### src/dcwm_pkg.sv
// Shared types and constants for the duty-cycle window meter.
// No dependencies; used by dcwm_ctrl, dcwm_dp and duty_cycle_window_meter_unit.
package dcwm_pkg;

    localparam int COUNT_WIDTH_DEF = 32;
    localparam int FRAC_BITS_DEF   = 16;

    localparam int AMP_W        = 17;
    localparam int DUTY_OUT_W   = 17;
    localparam int DUTY_OUT_FRAC = 16;
    localparam int RECON_W      = 18;
    localparam int SCOUNT_W     = 32;

    localparam logic [AMP_W-1:0] AMP_RESET = 17'h10000;

    // input command codes
    localparam logic CMD_SAMPLE = 1'b0;
    localparam logic CMD_CLOSE  = 1'b1;

    typedef enum logic [1:0] {
        ST_IDLE,
        ST_DIV,
        ST_MUL,
        ST_OUT
    } ctrl_state_t;

    typedef struct packed {
        logic sample_en;
        logic close_en;
        logic div_en;
        logic mul_en;
        logic out_load;
    } dp_cmd_t;

    typedef struct packed {
        logic out_free;
    } dp_stat_t;

endpackage

### src/duty_cycle_window_meter_unit.sv
// Duty-cycle window meter, top level. Depends on dcwm_pkg, dcwm_ctrl, dcwm_dp.
// Pin-sample beats: one per cycle while idle, no result; counters update on the accept edge.
// Window-close beat: a result follows once the serial restoring divider (one quotient
//   bit a cycle) and the amplitude multiplier have run, and
//   no input beat is taken until the result sits in the output register.
// Reset (rst_n, async low): counts cleared, amplitude 1.0, no result pending.
module duty_cycle_window_meter_unit #(
    parameter int COUNT_WIDTH = dcwm_pkg::COUNT_WIDTH_DEF,
    parameter int FRAC_BITS   = dcwm_pkg::FRAC_BITS_DEF
) (
    input  logic                                 clk,
    input  logic                                 rst_n,
    input  logic                                 in_valid,
    output logic                                 in_ready,
    input  logic                                 command,
    input  logic                                 level,
    output logic                                 out_valid,
    input  logic                                 out_ready,
    output logic [dcwm_pkg::DUTY_OUT_W-1:0]      duty_fraction,
    output logic signed [dcwm_pkg::RECON_W-1:0]  reconstructed_value,
    output logic [dcwm_pkg::SCOUNT_W-1:0]        sample_count,
    input  logic                                 cfg_wr_en,
    input  logic [dcwm_pkg::AMP_W-1:0]           cfg_wr_data
);

    dcwm_pkg::dp_cmd_t  cmd;
    dcwm_pkg::dp_stat_t stat;

    dcwm_ctrl #(
        .FRAC_BITS (FRAC_BITS)
    ) u_ctrl (
        .clk      (clk),
        .rst_n    (rst_n),
        .in_valid (in_valid),
        .command  (command),
        .in_ready (in_ready),
        .cmd      (cmd),
        .stat     (stat)
    );

    dcwm_dp #(
        .COUNT_WIDTH (COUNT_WIDTH),
        .FRAC_BITS   (FRAC_BITS)
    ) u_dp (
        .clk                 (clk),
        .rst_n               (rst_n),
        .level               (level),
        .cfg_wr_en           (cfg_wr_en),
        .cfg_wr_data         (cfg_wr_data),
        .cmd                 (cmd),
        .stat                (stat),
        .out_ready           (out_ready),
        .out_valid           (out_valid),
        .duty_fraction       (duty_fraction),
        .reconstructed_value (reconstructed_value),
        .sample_count        (sample_count)
    );

    // a close beat stalls the input while the divider runs
    a_close_stalls: assert property (@(posedge clk) disable iff (!rst_n)
        (in_valid && in_ready && command == dcwm_pkg::CMD_CLOSE) |=> !in_ready)
        else $error("input ready straight after a window close");

    // an empty window can only report zero duty
    a_empty_zero: assert property (@(posedge clk) disable iff (!rst_n)
        (out_valid && sample_count == '0) |-> (duty_fraction == '0))
        else $error("non-zero duty for an empty window");

    // duty of one half or more never reconstructs a negative value
    a_sign_match: assert property (@(posedge clk) disable iff (!rst_n)
        (out_valid && duty_fraction[dcwm_pkg::DUTY_OUT_W-1:dcwm_pkg::DUTY_OUT_W-2] != 2'b00)
        |-> !reconstructed_value[dcwm_pkg::RECON_W-1])
        else $error("negative reconstruction for duty at or above half");

endmodule

### src/dcwm_ctrl.sv
// Controller for the duty-cycle window meter: sequences snapshot, divide,
// multiply and output load. Depends on dcwm_pkg.
module dcwm_ctrl #(
    parameter int FRAC_BITS = dcwm_pkg::FRAC_BITS_DEF
) (
    input  logic              clk,
    input  logic              rst_n,
    input  logic              in_valid,
    input  logic              command,
    output logic              in_ready,
    output dcwm_pkg::dp_cmd_t cmd,
    input  dcwm_pkg::dp_stat_t stat
);

    localparam int STEP_W = $clog2(FRAC_BITS);

    dcwm_pkg::ctrl_state_t state_reg, state_next;
    logic [STEP_W-1:0]     step_reg, step_next;
    logic                  step_last;
    logic                  close_acc;

    assign step_last = (step_reg == STEP_W'(FRAC_BITS - 1));
    assign close_acc = in_valid && (command == dcwm_pkg::CMD_CLOSE);

    always_ff @(posedge clk or negedge rst_n)
    begin
        if (!rst_n)
        begin
            state_reg <= dcwm_pkg::ST_IDLE;
            step_reg  <= '0;
        end
        else
        begin
            state_reg <= state_next;
            step_reg  <= step_next;
        end
    end

    // next state
    always_comb
    begin
        state_next = state_reg;
        step_next  = step_reg;
        unique case (state_reg)
            dcwm_pkg::ST_IDLE:
            begin
                step_next = '0;
                if (close_acc)
                    state_next = dcwm_pkg::ST_DIV;
            end
            dcwm_pkg::ST_DIV:
            begin
                if (step_last)
                begin
                    step_next  = '0;
                    state_next = dcwm_pkg::ST_MUL;
                end
                else
                begin
                    step_next = step_reg + STEP_W'(1);
                end
            end
            dcwm_pkg::ST_MUL:
            begin
                state_next = dcwm_pkg::ST_OUT;
            end
            dcwm_pkg::ST_OUT:
            begin
                if (stat.out_free)
                    state_next = dcwm_pkg::ST_IDLE;
            end
        endcase
    end

    // outputs
    always_comb
    begin
        in_ready      = 1'b0;
        cmd.sample_en = 1'b0;
        cmd.close_en  = 1'b0;
        cmd.div_en    = 1'b0;
        cmd.mul_en    = 1'b0;
        cmd.out_load  = 1'b0;
        unique case (state_reg)
            dcwm_pkg::ST_IDLE:
            begin
                in_ready      = 1'b1;
                cmd.sample_en = in_valid && (command == dcwm_pkg::CMD_SAMPLE);
                cmd.close_en  = close_acc;
            end
            dcwm_pkg::ST_DIV:
            begin
                cmd.div_en = 1'b1;
            end
            dcwm_pkg::ST_MUL:
            begin
                cmd.mul_en = 1'b1;
            end
            dcwm_pkg::ST_OUT:
            begin
                cmd.out_load = stat.out_free;
            end
        endcase
    end

endmodule

### src/dcwm_dp.sv
// Datapath for the duty-cycle window meter: sample counters, serial
// restoring divider, amplitude multiplier and output register. Depends on dcwm_pkg.
module dcwm_dp #(
    parameter int COUNT_WIDTH = dcwm_pkg::COUNT_WIDTH_DEF,
    parameter int FRAC_BITS   = dcwm_pkg::FRAC_BITS_DEF
) (
    input  logic                                 clk,
    input  logic                                 rst_n,
    input  logic                                 level,
    input  logic                                 cfg_wr_en,
    input  logic [dcwm_pkg::AMP_W-1:0]           cfg_wr_data,
    input  dcwm_pkg::dp_cmd_t                    cmd,
    output dcwm_pkg::dp_stat_t                   stat,
    input  logic                                 out_ready,
    output logic                                 out_valid,
    output logic [dcwm_pkg::DUTY_OUT_W-1:0]      duty_fraction,
    output logic signed [dcwm_pkg::RECON_W-1:0]  reconstructed_value,
    output logic [dcwm_pkg::SCOUNT_W-1:0]        sample_count
);

    localparam int CW     = COUNT_WIDTH;
    localparam int F      = FRAC_BITS;
    localparam int DUTY_W = F + 1;
    localparam int DIFF_W = F + 3;
    localparam int AMP_SW = dcwm_pkg::AMP_W + 1;
    localparam int PROD_W = AMP_SW + DIFF_W;
    localparam logic [DIFF_W-1:0] ONE_Q = DIFF_W'(1) << F;

    logic [dcwm_pkg::AMP_W-1:0] amp_reg;
    logic [CW-1:0]              high_reg, tot_reg;
    logic [CW-1:0]              den_reg, rem_reg;
    logic [F-1:0]               q_reg;
    logic                       full_reg, zero_reg;
    logic signed [PROD_W-1:0]   prod_reg;
    logic                       out_valid_reg;
    logic [dcwm_pkg::DUTY_OUT_W-1:0]     duty_out_reg;
    logic signed [dcwm_pkg::RECON_W-1:0] recon_reg;
    logic [dcwm_pkg::SCOUNT_W-1:0]       scount_reg;

    logic [CW-1:0]              hi_min_c;
    logic [CW:0]                two_r_c;
    logic                       q_bit_c;
    logic [DUTY_W-1:0]          duty_c;
    logic signed [DIFF_W-1:0]   diff_c;
    logic signed [AMP_SW-1:0]   amp_s_c;
    logic signed [PROD_W-1:0]   prod_c, shr_c;
    logic [dcwm_pkg::DUTY_OUT_W-1:0] d16_c;
    logic [dcwm_pkg::SCOUNT_W-1:0]   scount_c;

    assign hi_min_c = (high_reg > tot_reg) ? tot_reg : high_reg;
    assign two_r_c  = {rem_reg, 1'b0};
    assign q_bit_c  = (two_r_c >= {1'b0, den_reg});

    always_comb
    begin
        priority if (zero_reg)
            duty_c = '0;
        else if (full_reg)
            duty_c = DUTY_W'(1) << F;
        else
            duty_c = {1'b0, q_reg};
    end

    // 2*duty - 1.0, signed Q2.F
    assign diff_c  = $signed({1'b0, duty_c, 1'b0} - ONE_Q);
    assign amp_s_c = $signed({1'b0, amp_reg});
    assign prod_c  = amp_s_c * diff_c;
    // arithmetic shift gives the floor on both signs
    assign shr_c   = prod_reg >>> F;

    generate
        if (F >= dcwm_pkg::DUTY_OUT_FRAC)
        begin : g_frac_narrow
            assign d16_c = dcwm_pkg::DUTY_OUT_W'(duty_c >> (F - dcwm_pkg::DUTY_OUT_FRAC));
        end
        else
        begin : g_frac_widen
            assign d16_c = dcwm_pkg::DUTY_OUT_W'(duty_c) << (dcwm_pkg::DUTY_OUT_FRAC - F);
        end

        if (CW > dcwm_pkg::SCOUNT_W)
        begin : g_count_sat
            assign scount_c = (|den_reg[CW-1:dcwm_pkg::SCOUNT_W]) ? '1
                                                                   : den_reg[dcwm_pkg::SCOUNT_W-1:0];
        end
        else
        begin : g_count_ext
            assign scount_c = dcwm_pkg::SCOUNT_W'(den_reg);
        end
    endgenerate

    always_ff @(posedge clk or negedge rst_n)
    begin
        if (!rst_n)
        begin
            amp_reg       <= dcwm_pkg::AMP_RESET;
            high_reg      <= '0;
            tot_reg       <= '0;
            out_valid_reg <= 1'b0;
        end
        else
        begin
            if (cfg_wr_en)
                amp_reg <= cfg_wr_data;

            priority if (cmd.close_en)
            begin
                high_reg <= '0;
                tot_reg  <= '0;
            end
            else if (cmd.sample_en)
            begin
                if (!(&tot_reg))
                    tot_reg <= tot_reg + CW'(1);
                if (level && !(&high_reg))
                    high_reg <= high_reg + CW'(1);
            end
            else
            begin
                high_reg <= high_reg;
                tot_reg  <= tot_reg;
            end

            priority if (cmd.out_load)
                out_valid_reg <= 1'b1;
            else if (out_ready)
                out_valid_reg <= 1'b0;
            else
                out_valid_reg <= out_valid_reg;
        end
    end

    always_ff @(posedge clk)
    begin
        if (cmd.close_en)
        begin
            den_reg  <= tot_reg;
            rem_reg  <= hi_min_c;
            full_reg <= (hi_min_c >= tot_reg);
            zero_reg <= (tot_reg == '0);
            q_reg    <= '0;
        end
        else if (cmd.div_en)
        begin
            // one quotient bit per cycle; remainder stays below den except for a full or empty window
            q_reg <= {q_reg[F-2:0], q_bit_c};
            if (q_bit_c)
                rem_reg <= CW'(two_r_c - {1'b0, den_reg});
            else
                rem_reg <= CW'(two_r_c);
        end

        if (cmd.mul_en)
            prod_reg <= prod_c;

        if (cmd.out_load)
        begin
            duty_out_reg <= d16_c;
            recon_reg    <= shr_c[dcwm_pkg::RECON_W-1:0];
            scount_reg   <= scount_c;
        end
    end

    assign stat.out_free       = !out_valid_reg || out_ready;
    assign out_valid           = out_valid_reg;
    assign duty_fraction       = duty_out_reg;
    assign reconstructed_value = recon_reg;
    assign sample_count        = scount_reg;

endmodule

### config.mk
export PLATFORM = sky130hd
export DESIGN_NAME = duty_cycle_window_meter_unit
export DESIGN_NICKNAME = d
export VERILOG_FILES = /design/src/dcwm_pkg.sv /design/src/duty_cycle_window_meter_unit.sv /design/src/dcwm_ctrl.sv /design/src/dcwm_dp.sv
export SDC_FILE = /design/constraint.sdc
export NUM_CORES = 1
export LEC_CHECK = 0
export BUFFER_PORTS_ARGS = -buffer_cell sky130_fd_sc_hd__buf_4
export CORE_MARGIN = 1
export CORE_UTILIZATION = 45
export CTS_CLUSTER_DIAMETER = 100
export CTS_CLUSTER_SIZE = 16
export DETAILED_ROUTE_END_ITERATION = 8
export SLEW_MARGIN = 20
export SYNTH_ARGS = -nofsm -noshare
export SYNTH_HDL_FRONTEND = slang
export SYNTH_HIERARCHICAL = 1
export SYNTH_SLANG_ARGS = --single-unit
export TNS_END_PERCENT = 30
### constraint.sdc
create_clock -name clk -period 9.5 [get_ports clk]
set_input_delay 1.425 -clock clk [delete_from_list [all_inputs] [get_ports clk]]
set_output_delay 1.425 -clock clk [all_outputs]
set_load 0.02 [all_outputs]
==> results of run 1 <==
## worst max-delay path, stage by stage (launching register included)
cell and delay [ns]:
sky130_fd_sc_hd__edfxtp_1 0.43, sky130_fd_sc_hd__nor2_4 0.16, sky130_fd_sc_hd__nand2_1 0.39, sky130_fd_sc_hd__ha_1 0.82, sky130_fd_sc_hd__nor2b_1 0.12, sky130_fd_sc_hd__fa_1 0.50
sky130_fd_sc_hd__inv_1 0.05, sky130_fd_sc_hd__fa_1 0.45, sky130_fd_sc_hd__fa_1 0.51, sky130_fd_sc_hd__inv_1 0.05, sky130_fd_sc_hd__fa_1 0.46, sky130_fd_sc_hd__fa_1 0.55
sky130_fd_sc_hd__inv_1 0.05, sky130_fd_sc_hd__fa_1 0.53, sky130_fd_sc_hd__inv_1 0.04, sky130_fd_sc_hd__ha_1 0.38, sky130_fd_sc_hd__and3_1 0.24, sky130_fd_sc_hd__a221o_1 0.33
sky130_fd_sc_hd__a21o_1 0.19, sky130_fd_sc_hd__a31o_4 0.24, sky130_fd_sc_hd__o21ai_2 0.16, sky130_fd_sc_hd__o211ai_2 0.16, sky130_fd_sc_hd__or4_1 0.50, sky130_fd_sc_hd__nand4_1 0.10
## through the flow
| stage | util | worst slack [ns] |
|---|---|---|
| finish | 0.494 | 1.93 |
| global route | 0.494 | 1.53 |
| CTS | 0.493 | 1.93 |
| detailed placement | 0.480 | 1.96 |
| global placement | 0.480 | 2.17 |
| floorplan | - | 2.30 |
## metal layers
| metal | routed length (um) | up-vias | GRT usage | share of wire |
|---|---|---|---|---|
| met4 | 1290 | 0 | 0.0516 | 0.021 |
| li1 | - | 8226 | - | - |
| met5 | 0 | - | 0 | 0 |
| met2 | 27500 | 438 | 0.351 | 0.45 |
| met3 | 3240 | 72 | 0.0275 | 0.053 |
| met1 | 29700 | 8797 | 0.342 | 0.48 |
## how the worst max path moves through the flow
stage / startpoint / endpoint / slack (ns) / cells after the start
2_1_floorplan: u_dp/zero_reg$_DFFE_PP_ / u_dp/prod_reg[33]$_DFFE_PP_ / 2.30 / 26
3_3_place_gp: u_dp/zero_reg$_DFFE_PP_ / u_dp/prod_reg[33]$_DFFE_PP_ / 2.17 / 23
3_5_place_dp: u_dp/zero_reg$_DFFE_PP_ / u_dp/prod_reg[33]$_DFFE_PP_ / 1.96 / 23
4_1_cts: u_dp/zero_reg$_DFFE_PP_ / u_dp/prod_reg[33]$_DFFE_PP_ / 1.93 / 23
5_1_grt: u_dp/zero_reg$_DFFE_PP_ / u_dp/prod_reg[33]$_DFFE_PP_ / 1.53 / 23
6_report: u_dp/zero_reg$_DFFE_PP_ / u_dp/prod_reg[33]$_DFFE_PP_ / 1.93 / 23
## kinds of logic (layout without fill, tap and decap cells)
group                    count (synthesis)  in the layout  share of synthesized area
AND/OR/NAND/NOR                        743            743                      0.153
AO/OA/AOI/OAI                          291            291                     0.0763
multiplexers                            73             73                     0.0345
XOR/XNOR                               106            106                     0.0374
flip-flops                             255            255                      0.284
buffers and inverters                  563            585                     0.0874
adder cells (fa/ha/maj)                476            476                      0.327
## cell usage after synthesis, types with 8 or more instances
cell                       number  area share
sky130_fd_sc_hd__inv_1        442       0.067
sky130_fd_sc_hd__fa_1         290        0.23
sky130_fd_sc_hd__ha_1         186       0.094
sky130_fd_sc_hd__nand2_1      177       0.027
sky130_fd_sc_hd__and3_1       176       0.044
sky130_fd_sc_hd__nor2_1       159       0.024
sky130_fd_sc_hd__edfxtp_1     151        0.18
sky130_fd_sc_hd__clkbuf_1      96       0.015
sky130_fd_sc_hd__dfrtp_1       87       0.088
sky130_fd_sc_hd__a21oi_1       86       0.017
sky130_fd_sc_hd__xnor2_1       72       0.025
sky130_fd_sc_hd__o21ai_0       65       0.013
sky130_fd_sc_hd__and2_1        39      0.0098
sky130_fd_sc_hd__nand3_1       35      0.0071
sky130_fd_sc_hd__xor2_1        34       0.012
sky130_fd_sc_hd__a21o_1        32      0.0097
sky130_fd_sc_hd__nand4_1       32      0.0081
sky130_fd_sc_hd__mux2i_1       30       0.012
sky130_fd_sc_hd__nor2b_1       27      0.0068
sky130_fd_sc_hd__mux2_2        23       0.010
sky130_fd_sc_hd__nor3_1        22      0.0044
sky130_fd_sc_hd__nand2b_1      21      0.0053
sky130_fd_sc_hd__mux2_4        19       0.011
sky130_fd_sc_hd__a211oi_1      16      0.0048
sky130_fd_sc_hd__dfxtp_1       16       0.013
sky130_fd_sc_hd__or3_1         15      0.0038
sky130_fd_sc_hd__o21a_1        13      0.0039
sky130_fd_sc_hd__buf_2         12      0.0024
sky130_fd_sc_hd__and4_1        11      0.0039
sky130_fd_sc_hd__nor4_1        11      0.0028
sky130_fd_sc_hd__o21ai_1       11      0.0022
sky130_fd_sc_hd__o211ai_1       8      0.0024
sky130_fd_sc_hd__o21bai_1       8      0.0024
## final cells by class
type,count,area [um2]
Clock inverter,9,93.8
Timing Repair Buffer,100,776
Clock buffer,33,613
Sequential cell,255,7060
Multi-Input combinational cell,1689,15600
Tap cell,696,871
Inverter,443,1660
Fill cell,5055,27400
==> reports/metrics.json, run 1 <==
{
  "floorplanning": {
    "design.core.area_um2": 54100,
    "floorplan.rows": 85,
    "initial_utilization": 0.459,
    "dieArea_um2": 56100,
    "die_h_um": 237,
    "ports": 93,
    "die_width_um": 237
  },
  "drt": {
    "vias": 17500,
    "drc_errors": 0,
    "routed_vias_inst": 5.44,
    "final_antenna_net_count": 0,
    "detailed_routing_iteration_count_for_the_pre_antenna_repair_pass": 5,
    "routed_wl_mm": 61.7,
    "wire_per_inst_um": 19.1,
    "drt_iter0_drcs": 1270
  },
  "clocking": {
    "worst_setup_hold_path_clk_slew_ns": 0.08,
    "tritoncts_num_sinks": 255,
    "clock-root-buffer": "sky130_fd_sc_hd__clkbuf_16",
    "clk_path_buf_depth": 3,
    "postCtsResizedCells": 0,
    "worstSkewPairLatency_ns": 0.57,
    "cts_tree": "done",
    "clock_tree.htree_level_count": 1,
    "numCtsBuffers": 23,
    "cts.repair_timing.setup_buffer_count": 0,
    "cts.hold.buffers_added": 0
  },
  "synth": {
    "synth_area_um2": 24800,
    "yosysWarningCount": 6,
    "synth_seq_area_share": 0.284,
    "synth_fp_nets": 3007,
    "postSynthCellCount": 2507,
    "synth-async-reset-ratio": 0.345,
    "synth-edff-count": 151,
    "post_synth_num_cell_types": 84,
    "synth-seq-cells": 255,
    "synth_area_per_cell_um2": 9.91,
    "yosys_most_used_dff": "sky130_fd_sc_hd__edfxtp_1"
  },
  "global_route": {
    "gr-usage-all-layers": 0.228,
    "first_pass_grt_wire_length_mm": 100,
    "grt_antenna_before_repair": 0,
    "grt_pass1_vias": 18000,
    "grt_overflow": 0,
    "grt_max_degree": 175
  },
  "setup_path": {
    "setup.worst_path.start_class": "flip-flop",
    "critical_path.max_fanout": 19,
    "category_of_the_most_critical_setup_path": "reg -> reg",
    "r2r_cell_count": 23,
    "r2r-end": "u_dp/prod_reg[33]$_DFFE_PP_",
    "end_kind": "flip-flop",
    "ff2ff_setup_slack_ns": 1.93,
    "critical_path_required_ns": 9.92,
    "critical_path.reg2reg.startpoint": "u_dp/zero_reg$_DFFE_PP_",
    "worstPathArrival_ns": 7.99
  },
  "finish": {
    "fin_nets": 3012,
    "syn2layout_area_growth_pct": 7.57,
    "antenna_cells_inserted": 0,
    "most-common-layout-cells": "sky130_fd_sc_hd__inv_1 (442), sky130_fd_sc_hd__fa_1 (290), sky130_fd_sc_hd__ha_1 (185)",
    "layout_cell_share_with_drive_strength_beyond_1": 0.0795,
    "finalNonFillerCells": 3225,
    "stdcell_area_um2": 26700,
    "mostFrequentLayoutCell": "sky130_fd_sc_hd__inv_1"
  },
  "hold_path": {
    "worst_hold_path_type": "reg -> reg",
    "hold_path_startpoint": "u_dp/prod_reg[27]$_DFFE_PP_",
    "hold_path_depth": 0,
    "min_to": "u_dp/reconstructed_value[11]$_DFFE_PP_"
  },
  "placed_design": {
    "placed_wire_length_estimate_after_detailed_placement_mm": 47.5,
    "placed_cells_incl_taps": 3183,
    "gp_congestion": 0.887,
    "port_buffers": 92,
    "detailed_place.area_um2": 26000
  },
  "status": {
    "run_status": "finished clean"
  },
  "sta": {
    "setup_violations": 0,
    "worstMarginPinSlew_ns": 1.02,
    "finalCritPeriodShare": 0.797,
    "unrepaired_setup_endpoints_after_global_routing": "no",
    "setup_total_negative_slack_ns": 0,
    "fmaxAchievable_ghz": 0.132,
    "maxSlewViolCount": 0,
    "final.setup_skew_ns": 0.0213,
    "timing.slew.headroom": 0.318,
    "report.final.hold_viol_count": 0,
    "final_hold_slack_ns": 0.421,
    "fin_crit_ns": 7.57
  },
  "run": {
    "cap_violations": 0
  }
}
Power of run 1 is left out: the tool's default activity adds up to more than one toggle a clock period on the data nets, which glitch-free logic cannot reach.
==> run 2: changes to the inputs <==
==> constraint.sdc (replaced) <==
create_clock -name clk -period 7.69 [get_ports clk]
set_input_delay 1.1535 -clock clk [delete_from_list [all_inputs] [get_ports clk]]
set_output_delay 1.1535 -clock clk [all_outputs]
set_load 0.02 [all_outputs]
==> reports/metrics.json, run 2 (synthesized netlist as in run 1, its figures left out) <==
{
  "sta": {
    "setup_total_negative_slack": {"value": 0, "unit": "ns", "change": "unchanged"},
    "unrepaired_setup_endpoints_after_global_routing": "no",
    "finalCritPeriodShare": {"value": 0.936, "change": "+0.139"},
    "worstMarginPinSlew": {"value": 1.05, "unit": "ns", "change": "+0.0352 ns"},
    "fmaxAchievable": {"value": 0.139, "unit": "GHz", "change": "+5.2%"},
    "final.setup_skew": {"value": 0.0417, "unit": "ns", "change": "+0.0205 ns"},
    "maxSlewViolCount": {"value": 0, "change": "unchanged"},
    "timing.slew.headroom": {"value": 0.294, "change": "-0.0236"},
    "report.final.hold_viol_count": {"value": 0, "change": "unchanged"},
    "fin_crit": {"value": 7.20, "unit": "ns", "change": "-0.374 ns"},
    "setup_violations": {"value": 0, "change": "unchanged"},
    "final_hold_slack": {"value": 0.423, "unit": "ns", "change": "+0.00216 ns"}
  },
  "floorplanning": {
    "dieArea": {"value": 56100, "unit": "um2", "change": "unchanged"},
    "die_h": {"value": 237, "unit": "um", "change": "unchanged"},
    "design.core.area": {"value": 54100, "unit": "um2", "change": "unchanged"},
    "initial_utilization": {"value": 0.459, "change": "unchanged"},
    "ports": {"value": 93, "change": "unchanged"},
    "floorplan.rows": {"value": 85, "change": "unchanged"},
    "die_width": {"value": 237, "unit": "um", "change": "unchanged"}
  },
  "placed_design": {
    "gp_congestion": {"value": 0.883, "change": "-0.39%"},
    "port_buffers": {"value": 92, "change": "unchanged"},
    "placed_wire_length_estimate_after_detailed_placement": {"value": 47.8, "unit": "mm", "change": "+0.56%"}
  },
  "drt": {
    "routed_vias_inst": {"value": 5.46, "change": "+0.42%"},
    "wire_per_inst": {"value": 19.2, "unit": "um", "change": "+0.35%"},
    "drt_iter0_drcs": {"value": 1392, "change": "+9.6%"},
    "routed_wl": {"value": 62.3, "unit": "mm", "change": "+0.91%"},
    "final_antenna_net_count": {"value": 0, "change": "unchanged"},
    "vias": {"value": 17700, "change": "+0.98%"},
    "detailed_routing_iteration_count_for_the_pre_antenna_repair_pass": {"value": 6, "change": "+1"},
    "drc_errors": {"value": 0, "change": "unchanged"}
  },
  "setup_path": {
    "end_kind": "flip-flop",
    "setup.worst_path.start_class": "flip-flop",
    "r2r-end": "u_dp/prod_reg[33]$_DFFE_PP_",
    "critical_path.max_fanout": {"value": 141, "change": "+122"},
    "category_of_the_most_critical_setup_path": "reg -> reg",
    "critical_path.reg2reg.startpoint": "u_dp/zero_reg$_DFFE_PP_",
    "worstPathArrival": {"value": 7.63, "unit": "ns", "change": "-0.36 ns"},
    "r2r_cell_count": {"value": 24, "change": "+4.3%"},
    "critical_path_required": {"value": 8.13, "unit": "ns", "change": "-1.79 ns"},
    "ff2ff_setup_slack": {"value": 0.49, "unit": "ns", "change": "-1.44 ns"}
  },
  "status": {
    "run_status": "finished clean"
  },
  "finish": {
    "layout_cell_share_with_drive_strength_beyond_1": {"value": 0.0864, "change": "+0.00690"},
    "finish.utilization": {"value": 0.496, "change": "+0.00270"},
    "syn2layout_area_growth_pct": 8.16,
    "most-common-layout-cells": "sky130_fd_sc_hd__inv_1 (442), sky130_fd_sc_hd__fa_1 (290), sky130_fd_sc_hd__ha_1 (185)",
    "antenna_cells_inserted": {"value": 0, "change": "unchanged"},
    "mostFrequentLayoutCell": "sky130_fd_sc_hd__inv_1",
    "nFillCells": {"value": 4972, "change": "-1.6%"},
    "fin_nets": {"value": 3030, "change": "+0.60%"}
  },
  "clocking": {
    "clk_path_buf_depth": {"value": 3, "change": "unchanged"},
    "worst_setup_hold_path_clk_slew": {"value": 0.08, "unit": "ns", "change": "about the same"},
    "numCtsBuffers": {"value": 23, "change": "unchanged"},
    "cts_tree": "done",
    "worstSkewPairLatency": {"value": 0.59, "unit": "ns", "change": "+0.02 ns"},
    "clock_tree.htree_level_count": {"value": 1, "change": "unchanged"},
    "clock-root-buffer": "sky130_fd_sc_hd__clkbuf_16",
    "cts.hold.buffers_added": {"value": 0, "change": "unchanged"},
    "tritoncts_num_sinks": {"value": 255, "change": "unchanged"},
    "postCtsResizedCells": {"value": 0, "change": "unchanged"},
    "cts.repair_timing.setup_buffer_count": {"value": 0, "change": "unchanged"}
  },
  "hold_path": {
    "hold_path_depth": {"value": 0, "change": "unchanged"},
    "worst_hold_path_type": "reg -> reg",
    "min_to": "u_dp/reconstructed_value[11]$_DFFE_PP_",
    "hold_path_startpoint": "u_dp/prod_reg[27]$_DFFE_PP_"
  },
  "global_route": {
    "grt_pass1_vias": {"value": 18200, "change": "+1.1%"},
    "grt_max_degree": {"value": 142, "change": "-19%"},
    "grt_antenna_before_repair": {"value": 1, "change": "+1"},
    "first_pass_grt_wire_length": {"value": 102, "unit": "mm", "change": "+1.1%"},
    "grt_overflow": {"value": 0, "change": "unchanged"},
    "gr-usage-all-layers": {"value": 0.231, "change": "+0.00328"}
  },
  "run": {
    "cap_violations": {"value": 0, "change": "unchanged"}
  }
}
## run 2: worst max-delay path by stage
stage,start,endpoint,cells past startpoint
after detailed placement,u_dp/zero_reg$_DFFE_PP_,u_dp/prod_reg[33]$_DFFE_PP_,23
after global routing,u_dp/zero_reg$_DFFE_PP_,u_dp/prod_reg[33]$_DFFE_PP_,23
after global placement,u_dp/zero_reg$_DFFE_PP_,u_dp/prod_reg[33]$_DFFE_PP_,22
after floorplan,u_dp/zero_reg$_DFFE_PP_,u_dp/prod_reg[33]$_DFFE_PP_,26
final,u_dp/zero_reg$_DFFE_PP_,u_dp/prod_reg[33]$_DFFE_PP_,24
after CTS,u_dp/zero_reg$_DFFE_PP_,u_dp/prod_reg[33]$_DFFE_PP_,22
## run 2: per-stage QoR
step / setup slack [ns] / area [um2] / cells
3_5_place_dp: 0.533 / 26100 / 3200
6_report: 0.493 / 26900 / 3243
2_1_floorplan: 0.494 / 24800 / 2507
5_1_grt: 0.180 / 26900 / 3243
4_1_cts: 0.526 / 26800 / 3242
3_3_place_gp: 0.739 / 26100 / 3200
## run 2: routing by layer
| layer | GRT usage | routed length, um | vias to the layer above |
|---|---|---|---|
| met3 | 0.0234 | 2860 | 67 |
| met4 | 0.0506 | 1190 | 0 |
| met2 | 0.363 | 28300 | 462 |
| met5 | 0 | 0 | - |
| li1 | - | - | 8258 |
| met1 | 0.344 | 29900 | 8918 |
## run 2: area by class of cell
cell class	count	area, um2	area share
timing repair buffer	118	911	0.0339
multi-input combinational	1689	15600	0.582
clock buffer	33	613	0.0228
clock inverter	9	105	0.00391
inverter	443	1660	0.0619
sequential	255	7060	0.263
tap	696	871	0.0324
## run 2: critical path: stages (launching register included)
cell and delay, ns:
sky130_fd_sc_hd__edfxtp_1 0.42, sky130_fd_sc_hd__nor2_4 0.16, sky130_fd_sc_hd__buf_12 0.33, sky130_fd_sc_hd__and2_1 0.59
sky130_fd_sc_hd__nand2_1 0.17, sky130_fd_sc_hd__fa_1 0.56, sky130_fd_sc_hd__inv_1 0.04, sky130_fd_sc_hd__ha_1 0.26
sky130_fd_sc_hd__inv_1 0.05, sky130_fd_sc_hd__fa_1 0.52, sky130_fd_sc_hd__inv_1 0.05, sky130_fd_sc_hd__fa_1 0.52
sky130_fd_sc_hd__fa_1 0.56, sky130_fd_sc_hd__inv_1 0.06, sky130_fd_sc_hd__fa_1 0.53, sky130_fd_sc_hd__inv_1 0.04
sky130_fd_sc_hd__ha_1 0.34, sky130_fd_sc_hd__a21oi_1 0.13, sky130_fd_sc_hd__o21ai_0 0.09, sky130_fd_sc_hd__o21bai_2 0.25
sky130_fd_sc_hd__a31o_4 0.32, sky130_fd_sc_hd__o21ai_2 0.17, sky130_fd_sc_hd__o211ai_2 0.16, sky130_fd_sc_hd__or4_1 0.51
sky130_fd_sc_hd__nand4_1 0.10
Power of run 2 is left out for the same reason.
